### src/design/fius_pkg.sv
// fius_pkg: shared types, codes and constants of the flash image update sequencer
// used by fius_ctrl, fius_dp and flash_image_update_sequencer_top
package fius_pkg;

  localparam int unsigned SLOT_BYTES_DEF   = 1048576;
  localparam int unsigned SECTOR_BYTES_DEF = 4096;
  localparam int unsigned SIG_BYTES_DEF    = 8;

  localparam int unsigned OFF_W  = 21;  // byte offset inside a slot
  localparam int unsigned ADDR_W = 22;  // flash offset
  localparam int unsigned IDX_W  = 5;   // commit step counter, SIG_BYTES + 4 steps

  localparam logic [ADDR_W-1:0] SLOT0_BASE = 22'h006000;
  localparam logic [ADDR_W-1:0] SLOT1_BASE = 22'h106000;
  localparam logic [31:0]       CRC_POLY   = 32'hEDB88320;
  localparam logic [31:0]       CRC_INIT   = 32'hFFFFFFFF;
  localparam logic [7:0]        SIG_FILL   = 8'hFF;

  // request kinds
  localparam logic [1:0] KIND_BEGIN = 2'd0;
  localparam logic [1:0] KIND_DATA  = 2'd1;
  localparam logic [1:0] KIND_END   = 2'd2;
  localparam logic [1:0] KIND_ABORT = 2'd3;

  // flash operations
  localparam logic [1:0] OP_STATUS  = 2'd0;
  localparam logic [1:0] OP_ERASE   = 2'd1;
  localparam logic [1:0] OP_PROGRAM = 2'd2;

  // result source selects
  localparam logic [2:0] EM_STATUS = 3'd0;
  localparam logic [2:0] EM_ERASE  = 3'd1;
  localparam logic [2:0] EM_DATA   = 3'd2;
  localparam logic [2:0] EM_SIG    = 3'd3;
  localparam logic [2:0] EM_ZERO   = 3'd4;

  typedef struct packed {
    logic [1:0]  kind;
    logic [31:0] image_size;
    logic [7:0]  data_byte;
    logic [20:0] chunk_left;
    logic [31:0] expected_crc;
  } fius_in_t;

  typedef struct packed {
    logic [1:0]  flash_op;
    logic [21:0] flash_addr;
    logic [7:0]  program_byte;
    logic        ok;
    logic        last;
  } fius_out_t;

  typedef struct packed {
    logic             load;      // capture the accepted request
    logic             emit;      // load one result into the output register
    logic [2:0]       emit_sel;
    logic             ok;
    logic             last;
    logic [IDX_W-1:0] idx;       // commit step
    logic             do_begin;
    logic             do_erase;
    logic             do_data;
    logic             do_stop;   // clear busy
    logic             clr_bw;    // clear bytes written
  } fius_cmd_t;

  typedef struct packed {
    logic [1:0] kind;
    logic       begin_ok;
    logic       data_ok;
    logic       need_erase;
    logic       need_prog;
    logic       busy;
    logic       crc_match;
    logic       out_free;
  } fius_sts_t;

  function automatic logic [31:0] crc_byte(input logic [31:0] crc, input logic [7:0] b);
    logic [31:0] c;
    c = crc ^ {24'd0, b};
    for (int i = 0; i < 8; i++) begin
      c = (c >> 1) ^ (c[0] ? CRC_POLY : 32'd0);
    end
    return c;
  endfunction

endpackage

### src/design/fius_ctrl.sv
// fius_ctrl: request sequencer, decides which results a request gives
// depends on fius_pkg; drives fius_dp through fius_cmd_t
module fius_ctrl
  import fius_pkg::*;
#(
  parameter int unsigned SIG_BYTES = SIG_BYTES_DEF
) (
  input  logic      clk,
  input  logic      rst_n,
  input  logic      in_valid,
  output logic      in_stall,
  input  fius_sts_t sts,
  output fius_cmd_t cmd
);

  localparam logic [1:0] S_IDLE   = 2'd0;
  localparam logic [1:0] S_DECIDE = 2'd1;
  localparam logic [1:0] S_PROG   = 2'd2;
  localparam logic [1:0] S_COMMIT = 2'd3;

  localparam logic [IDX_W-1:0] IDX_SIG  = IDX_W'(SIG_BYTES);
  localparam logic [IDX_W-1:0] IDX_LAST = IDX_W'(SIG_BYTES + 3);

  logic [1:0]       state_r, state_nxt;
  logic [IDX_W-1:0] idx_r, idx_nxt;

  assign in_stall = (state_r != S_IDLE);

  always_comb begin
    state_nxt = state_r;
    idx_nxt   = idx_r;
    cmd       = '0;
    cmd.idx   = idx_r;
    case (state_r)
      S_IDLE: begin
        if (in_valid) begin
          cmd.load  = 1'b1;
          idx_nxt   = '0;
          state_nxt = S_DECIDE;
        end
      end
      S_DECIDE: begin
        if (sts.out_free) begin
          cmd.emit     = 1'b1;
          cmd.emit_sel = EM_STATUS;
          cmd.last     = 1'b1;
          state_nxt    = S_IDLE;
          case (sts.kind)
            KIND_BEGIN: begin
              cmd.ok       = sts.begin_ok;
              cmd.do_begin = sts.begin_ok;
            end
            KIND_DATA: begin
              if (sts.data_ok) begin
                cmd.ok = 1'b1;
                if (sts.need_erase) begin
                  cmd.emit_sel = EM_ERASE;
                  cmd.do_erase = 1'b1;
                  if (sts.need_prog) begin
                    cmd.last  = 1'b0;
                    state_nxt = S_PROG;
                  end else begin
                    cmd.do_data = 1'b1;
                  end
                end else begin
                  if (sts.need_prog) cmd.emit_sel = EM_DATA;
                  cmd.do_data = 1'b1;
                end
              end
            end
            KIND_END: begin
              if (sts.busy && sts.crc_match) begin
                cmd.ok       = 1'b1;
                cmd.emit_sel = EM_SIG;
                cmd.last     = 1'b0;
                idx_nxt      = idx_r + 1'b1;
                state_nxt    = S_COMMIT;
              end else if (sts.busy) begin
                // crc mismatch acts as abort
                cmd.do_stop = 1'b1;
                cmd.clr_bw  = 1'b1;
              end
            end
            default: begin
              cmd.ok      = 1'b1;
              cmd.do_stop = 1'b1;
              cmd.clr_bw  = 1'b1;
            end
          endcase
        end
      end
      S_PROG: begin
        if (sts.out_free) begin
          cmd.emit     = 1'b1;
          cmd.emit_sel = EM_DATA;
          cmd.ok       = 1'b1;
          cmd.last     = 1'b1;
          cmd.do_data  = 1'b1;
          state_nxt    = S_IDLE;
        end
      end
      S_COMMIT: begin
        if (sts.out_free) begin
          cmd.emit     = 1'b1;
          cmd.emit_sel = (idx_r < IDX_SIG) ? EM_SIG : EM_ZERO;
          cmd.ok       = 1'b1;
          if (idx_r == IDX_LAST) begin
            cmd.last    = 1'b1;
            cmd.do_stop = 1'b1;
            state_nxt   = S_IDLE;
          end else begin
            idx_nxt = idx_r + 1'b1;
          end
        end
      end
      default: state_nxt = S_IDLE;
    endcase
  end

  always_ff @(posedge clk) begin
    if (!rst_n) begin
      state_r <= S_IDLE;
      idx_r   <= '0;
    end else begin
      state_r <= state_nxt;
      idx_r   <= idx_nxt;
    end
  end

endmodule

### src/design/fius_dp.sv
// fius_dp: request register, update state, crc, held signature and result register
// depends on fius_pkg; controlled by fius_ctrl through fius_cmd_t
module fius_dp
  import fius_pkg::*;
#(
  parameter int unsigned SLOT_BYTES   = SLOT_BYTES_DEF,
  parameter int unsigned SECTOR_BYTES = SECTOR_BYTES_DEF,
  parameter int unsigned SIG_BYTES    = SIG_BYTES_DEF
) (
  input  logic      clk,
  input  logic      rst_n,
  input  fius_in_t  in_item,
  input  logic      cfg_we,
  input  logic      cfg_wdata,
  input  fius_cmd_t cmd,
  output fius_sts_t sts,
  output logic      out_valid,
  input  logic      out_stall,
  output fius_out_t out_item
);

  localparam int unsigned SIG_IW = (SIG_BYTES > 1) ? $clog2(SIG_BYTES) : 1;

  fius_in_t         item_r;
  logic             slot_r;
  logic             busy_r;
  logic [OFF_W-1:0] bw_r;
  logic [OFF_W-1:0] el_r;
  logic [31:0]      crc_r;
  logic [7:0]       sig_r [SIG_BYTES];
  logic             out_valid_r;
  fius_out_t        out_r, out_nxt;

  logic [OFF_W-1:0]  left_eff;
  logic [OFF_W:0]    chunk_end;
  logic [ADDR_W-1:0] target_base, run_base, base, offs;
  logic [IDX_W-1:0]  zero_idx;
  logic [31:0]       crc_nxt;

  assign target_base = slot_r ? SLOT0_BASE : SLOT1_BASE;
  assign run_base    = slot_r ? SLOT1_BASE : SLOT0_BASE;
  assign left_eff    = (item_r.chunk_left == '0) ? OFF_W'(1) : item_r.chunk_left;
  assign chunk_end   = {1'b0, bw_r} + {1'b0, left_eff};
  assign zero_idx    = cmd.idx - IDX_W'(SIG_BYTES);
  assign crc_nxt     = crc_byte(crc_r, item_r.data_byte);

  always_comb begin
    sts.kind       = item_r.kind;
    sts.begin_ok   = !(item_r.image_size < 32'(SIG_BYTES) ||
                       item_r.image_size > 32'(SLOT_BYTES));
    sts.data_ok    = busy_r && (chunk_end <= (OFF_W+1)'(SLOT_BYTES));
    sts.need_erase = (el_r <= bw_r);
    sts.need_prog  = (bw_r >= OFF_W'(SIG_BYTES));
    sts.busy       = busy_r;
    sts.crc_match  = (~crc_r == item_r.expected_crc);
    sts.out_free   = !out_valid_r || !out_stall;
  end

  // result payload: one base and one offset feed a single adder
  always_comb begin
    base                 = target_base;
    offs                 = '0;
    out_nxt              = '0;
    out_nxt.ok           = cmd.ok;
    out_nxt.last         = cmd.last;
    case (cmd.emit_sel)
      EM_ERASE: begin
        out_nxt.flash_op = OP_ERASE;
        offs             = {1'b0, el_r};
      end
      EM_DATA: begin
        out_nxt.flash_op     = OP_PROGRAM;
        offs                 = {1'b0, bw_r};
        out_nxt.program_byte = item_r.data_byte;
      end
      EM_SIG: begin
        out_nxt.flash_op     = OP_PROGRAM;
        offs                 = ADDR_W'(cmd.idx);
        out_nxt.program_byte = sig_r[cmd.idx[SIG_IW-1:0]];
      end
      EM_ZERO: begin
        out_nxt.flash_op = OP_PROGRAM;
        base             = run_base;
        offs             = ADDR_W'(zero_idx[1:0]);
      end
      default: begin
        out_nxt.flash_op = OP_STATUS;
      end
    endcase
    if (cmd.emit_sel != EM_STATUS) out_nxt.flash_addr = base + offs;
  end

  always_ff @(posedge clk) begin
    if (cmd.load) item_r <= in_item;
    if (cmd.emit) out_r <= out_nxt;
  end

  always_ff @(posedge clk) begin
    if (!rst_n) begin
      slot_r      <= 1'b0;
      busy_r      <= 1'b0;
      bw_r        <= '0;
      el_r        <= '0;
      crc_r       <= CRC_INIT;
      out_valid_r <= 1'b0;
      for (int i = 0; i < SIG_BYTES; i++) sig_r[i] <= SIG_FILL;
    end else begin
      if (cfg_we) slot_r <= cfg_wdata;
      if (cmd.emit) out_valid_r <= 1'b1;
      else if (!out_stall) out_valid_r <= 1'b0;
      if (cmd.do_begin) begin
        busy_r <= 1'b1;
        bw_r   <= '0;
        el_r   <= '0;
        crc_r  <= CRC_INIT;
        for (int i = 0; i < SIG_BYTES; i++) sig_r[i] <= SIG_FILL;
      end
      if (cmd.do_erase) el_r <= el_r + OFF_W'(SECTOR_BYTES);
      if (cmd.do_data) begin
        if (bw_r < OFF_W'(SIG_BYTES)) sig_r[bw_r[SIG_IW-1:0]] <= item_r.data_byte;
        crc_r <= crc_nxt;
        bw_r  <= bw_r + 1'b1;
      end
      if (cmd.do_stop) busy_r <= 1'b0;
      if (cmd.clr_bw) bw_r <= '0;
    end
  end

  assign out_valid = out_valid_r;
  assign out_item  = out_r;

endmodule

### src/design/flash_image_update_sequencer_top.sv
// flash_image_update_sequencer_top: two-slot flash image update sequencer
// depends on fius_pkg, fius_ctrl and fius_dp
//
// usage:
//   in_valid/in_stall/in_item carry requests: begin, data byte, end, abort.
//   out_valid/out_stall/out_item carry flash commands (erase sector, program
//   byte) or a status result; every request ends with one result marked last,
//   whose ok says whether the request was taken.
//   cfg_we/cfg_wdata write the running slot; write it only while idle.
// sequencing:
//   a request is taken only when the sequencer is idle. its first result is
//   loaded into the output register from the decide state, then one result per
//   cycle while the output is not stalled. status only and most data requests
//   give one result; an end with a crc match gives SIG_BYTES + 4. the single
//   output register sets this pace.
// reset: synchronous on rst_n; the sequencer goes idle, crc and signature are
//   preset, running slot 0.
// stall: a stalled result holds; the sequencer waits and takes no new request
//   until the current request's results have all entered the output register.
module flash_image_update_sequencer_top
  import fius_pkg::*;
#(
  parameter int unsigned SLOT_BYTES   = SLOT_BYTES_DEF,
  parameter int unsigned SECTOR_BYTES = SECTOR_BYTES_DEF,
  parameter int unsigned SIG_BYTES    = SIG_BYTES_DEF
) (
  input  logic      clk,
  input  logic      rst_n,
  input  logic      in_valid,
  output logic      in_stall,
  input  fius_in_t  in_item,
  output logic      out_valid,
  input  logic      out_stall,
  output fius_out_t out_item,
  input  logic      cfg_we,
  input  logic      cfg_wdata
);

  fius_cmd_t cmd;
  fius_sts_t sts;

  fius_ctrl #(
    .SIG_BYTES(SIG_BYTES)
  ) u_ctrl (
    .clk     (clk),
    .rst_n   (rst_n),
    .in_valid(in_valid),
    .in_stall(in_stall),
    .sts     (sts),
    .cmd     (cmd)
  );

  fius_dp #(
    .SLOT_BYTES  (SLOT_BYTES),
    .SECTOR_BYTES(SECTOR_BYTES),
    .SIG_BYTES   (SIG_BYTES)
  ) u_dp (
    .clk      (clk),
    .rst_n    (rst_n),
    .in_item  (in_item),
    .cfg_we   (cfg_we),
    .cfg_wdata(cfg_wdata),
    .cmd      (cmd),
    .sts      (sts),
    .out_valid(out_valid),
    .out_stall(out_stall),
    .out_item (out_item)
  );

`ifndef NO_ASSERTIONS
  // one request at a time
  a_one_req: assert property (@(posedge clk) disable iff (!rst_n)
    in_valid && !in_stall |=> in_stall)
    else $error("request accepted while previous request in progress");

  // a pending result is never overwritten
  a_no_overwrite: assert property (@(posedge clk) disable iff (!rst_n)
    cmd.emit |-> sts.out_free)
    else $error("result register overwritten while stalled");

  // a status result always closes its request
  a_status_last: assert property (@(posedge clk) disable iff (!rst_n)
    out_valid && out_item.flash_op == OP_STATUS |-> out_item.last)
    else $error("status result not marked last");

  // new request only after the last result of the previous one was loaded
  a_last_then_idle: assert property (@(posedge clk) disable iff (!rst_n)
    cmd.emit && !cmd.last |=> in_stall)
    else $error("sequencer idle in the middle of a request");
`endif

endmodule

### config.mk
export PLATFORM = sky130hd
export DESIGN_NAME = flash_image_update_sequencer_top
export DESIGN_NICKNAME = d
export VERILOG_FILES = /design/src/design/fius_pkg.sv /design/src/design/fius_ctrl.sv /design/src/design/fius_dp.sv /design/src/design/flash_image_update_sequencer_top.sv
export SDC_FILE = /design/constraint.sdc
export NUM_CORES = 1
export LEC_CHECK = 0
export BUFFER_PORTS_ARGS = -buffer_cell sky130_fd_sc_hd__buf_2
export CAP_MARGIN = 40
export CORE_UTILIZATION = 50
export CTS_BUF_LIST = sky130_fd_sc_hd__clkbuf_4
export DETAILED_ROUTE_END_ITERATION = 12
export GPL_TIMING_DRIVEN = 0
export PLACE_DENSITY = 0.78
export SYNTH_ARGS = -nofsm -noshare
export SYNTH_HDL_FRONTEND = slang
export SYNTH_HIERARCHICAL = 1
export SYNTH_SLANG_ARGS = --single-unit
### constraint.sdc
create_clock -name clk -period 7.3 [get_ports clk]
set_clock_uncertainty 0.05 [all_clocks]
set_input_delay 0.73 -clock clk [delete_from_list [all_inputs] [get_ports clk]]
set_output_delay 0.73 -clock clk [all_outputs]
set_load 0.05 [all_outputs]
==> impl_metrics.env <==
export IMPL_final_max_slew_viol_count=0
export IMPL_start_util_pct=50.7
export IMPL_worstReg2RegEnd="u_dp/sig_r[0][5]"
export IMPL_grt_pass1_vias=9676
export IMPL_wire_per_inst_um=17.2
export IMPL_cp_required_ns=7.53
export IMPL_final_util_pct=58.4
export IMPL_worstRegToRegCells=21
export IMPL_path_buf_inv=1
export IMPL_pre_cts_slack_ns=0.338
export IMPL_fin_nets=1563
export IMPL_syn_cell_area_um2=13600
export IMPL_cts_sinks=265
export IMPL_setup_tns_ns=0
export IMPL_fmax_mhz=147
export IMPL_worst_pin_slew_ns=0.806
export IMPL_drt_iter0_markers=788
export IMPL_final_layout_size_suffix_gt1_share_pct=24.9
export IMPL_finalCriticalPeriod_ns=6.78
export IMPL_clockBufferDepth=3
export IMPL_startpoint="u_dp/item_r[48]"
export IMPL_ys_flop_type="edfxtp_1"
export IMPL_cts_htree_levels=3
export IMPL_cp_start_kind="register"
export IMPL_setup_viol=0
export IMPL_end_kind="register"
export IMPL_place_port_buffers=136
export IMPL_critical_path_class="reg -> reg"
export IMPL_synth_distinct_cells=71
export IMPL_worstHoldPathType="in -> reg"
export IMPL_finalPower_uw=3240
export IMPL_ant_nets=0
export IMPL_arrival_ns=7.01
export IMPL_cts_tree="done"
export IMPL_synth_seq_cells=265
export IMPL_track_usage_pct=22.4
export IMPL_crit_family="simple AND/OR/NAND/NOR gates"
export IMPL_endpoint="u_dp/sig_r[0][5]"
export IMPL_final_cells=1809
export IMPL_layout_common_cells="edfxtp_1 (193), buf_2 (139), nand2_1 (122)"
export IMPL_die_h_um=167
export IMPL_setup_ws_ns=0.516
export IMPL_vias=10000
export IMPL_first_pass_iters=5
export IMPL_area_delta_synth_final_pct=15.1
export IMPL_ys_seq_area_share_pct=53.1
export IMPL_cts_hold_fix_buffers=0
export IMPL_clk_latency_ns=0.70
export IMPL_leakage_uw=0.00560
export IMPL_dp_cells=1684
export IMPL_synthCells=1201
export IMPL_fp_row_count=60
export IMPL_viasPerCell=5.53
export IMPL_critPathMaxFanout=9
export IMPL_cp_slowest_cell="nor4_1"
export IMPL_die_w_um=167
export IMPL_peakVddDrop_mv=0.188
export IMPL_fillCellCount=2245
export IMPL_avgSynthCellArea_um2=11.4
export IMPL_place_congestion=0.889
export IMPL_cp_slowest_stage_delay_ns=0.49
export IMPL_finalWirelength_um=31100
export IMPL_clk_pin_slew_ns=0.07
export IMPL_dieArea_um2=27900
export IMPL_synth_edff_count=193
export IMPL_final_common_cell="edfxtp_1"
export IMPL_antenna_found_initial=2
export IMPL_status="finished clean"
export IMPL_synth_nets=1350
export IMPL_p_per_area_nw_per_um2=207
export IMPL_rrSetupSlack_ns=0.52
export IMPL_grt_max_degree=60
export IMPL_r2r_start="u_dp/item_r[48]"
export IMPL_route_detailed_drc=0
export IMPL_yosysWarningCount=6
export IMPL_hpwl_um=22900
export IMPL_async_reset_ff_share_pct=0
export IMPL_final_period_utilization_pct=92.9
export IMPL_rsz0062_at_grt="no"
export IMPL_fp_coreArea_um2=26900
export IMPL_hold_viol_final=0
export IMPL_cts_buffers=69
export IMPL_max_slew_margin_rel_pct=45.8
export IMPL_ios=137
export IMPL_worstPathCellList="nor4_1, and3_1, a31o_2, ha_1, fa_1, a2111oi_0, nand4_1, a2111oi_0, o2111ai_1, nor4_1, nand4_1, o31ai_2, nand4_1, a21oi_1, a21oi_1, nor2b_1, clkbuf_1, nand2_1, nor3_1, nand2_1, nand2_1"
export IMPL_grt_overflow_total=0
export IMPL_cap_violations=0
export IMPL_cp_depth=21
export IMPL_grt_first_pass_wirelength_um=49500
export IMPL_root_buffer="clkbuf_4"
flip-flops by register name (all words and copies together), names as in the netlist, 5 cells and up:
register       count
u_dp/sig_r        64
u_dp/el_r          9
u_dp/crc_r        32
u_ctrl/idx_r       5
u_dp/item_r       93
u_dp/bw_r         21
u_dp/out_item     34
final cells by class:
cell class | count | area [um2] | area share (%)
Clock buffer | 97 | 728 | 4.64
Tap cell | 341 | 427 | 2.72
Timing Repair Buffer | 142 | 753 | 4.80
Clock inverter | 27 | 131 | 0.837
Buffer | 77 | 375 | 2.39
Multi-Input combinational cell | 830 | 5930 | 37.8
Antenna cell | 1 | 2.50 | 0.0159
Inverter | 29 | 109 | 0.693
Sequential cell | 265 | 7240 | 46.1
through the flow:
step,hold WS [ns],instance area (um2)
after floorplan,0.417,13600
after global placement,0.446,14700
after detailed placement,0.472,14800
after CTS,0.101,15700
after global routing,0.0922,15700
final,0.155,15700
synthesized netlist by cell type (4+ instances only):
| cell | n | area [um2] |
|---|---|---|
| a22oi_1 | 7 | 52.6 |
| clkbuf_1 | 59 | 221 |
| o31ai_1 | 24 | 180 |
| or3_1 | 6 | 37.5 |
| or2_2 | 62 | 388 |
| a22o_1 | 7 | 61.3 |
| xor2_1 | 26 | 228 |
| o211ai_1 | 19 | 143 |
| a221oi_1 | 4 | 35.0 |
| ha_1 | 47 | 588 |
| nand3_1 | 31 | 155 |
| and2_1 | 13 | 81.3 |
| and3_1 | 7 | 43.8 |
| buf_1 | 8 | 30.0 |
| and4_1 | 5 | 43.8 |
| a31oi_1 | 7 | 43.8 |
| mux4_2 | 16 | 360 |
| a211oi_1 | 8 | 60.1 |
| o21ai_0 | 31 | 155 |
| dfxtp_1 | 72 | 1440 |
| xnor2_2 | 5 | 81.3 |
| mux2i_1 | 20 | 200 |
| nor2_1 | 62 | 233 |
| nand2b_1 | 19 | 119 |
| nor4_1 | 28 | 175 |
| inv_1 | 29 | 109 |
| nor3b_1 | 13 | 97.6 |
| nand2_1 | 122 | 458 |
| nor2b_1 | 16 | 100 |
| edfxtp_1 | 193 | 5800 |
| o21a_1 | 7 | 52.6 |
| a2111oi_0 | 5 | 43.8 |
| nor3_1 | 15 | 75.1 |
| nand3b_1 | 4 | 30.0 |
| a21oi_1 | 35 | 175 |
| buf_4 | 4 | 30.0 |
| nand4_1 | 20 | 125 |
| xnor2_1 | 87 | 762 |
| a21o_1 | 8 | 60.1 |
worst min-delay path by stage:
stage                          from               to  cells after the start
floorplan           u_ctrl/idx_r[1]  u_ctrl/idx_r[1]                      2
global placement    u_ctrl/idx_r[1]  u_ctrl/idx_r[1]                      2
detailed placement  u_ctrl/idx_r[0]  u_ctrl/idx_r[0]                      2
CTS                     in_item[59]  u_dp/item_r[59]                      1
global route            in_item[59]  u_dp/item_r[59]                      1
finish                  in_item[59]  u_dp/item_r[59]                      1
power breakdown:
group	internal, uW	total (uW)	switching [uW]
logic	134	323	190
clock network	624	1230	602
registers	1670	1690	20.3
timing repair:
item,4_1_cts,5_1_grt
gates resized for setup,0,7
setup endpoints to repair,0,55
setup buffers,0,0
cells by family after synthesis:
family,Yosys count,synth area share [%]
xor+xnor,120,8.26
compound gates,192,9.87
flops,265,53.1
simple gates,432,16.5
buf+inv,106,3.53
mux,38,4.28
fa+ha+maj,48,4.46
per-layer routing:
metal	global-route usage (%)	part of all wire, %
met1	29.7	44
met2	35.8	47
met3	5.15	7.6
met4	8.30	2.0
met5	0	0
Note: power is estimated with default switching activity, not from simulation.
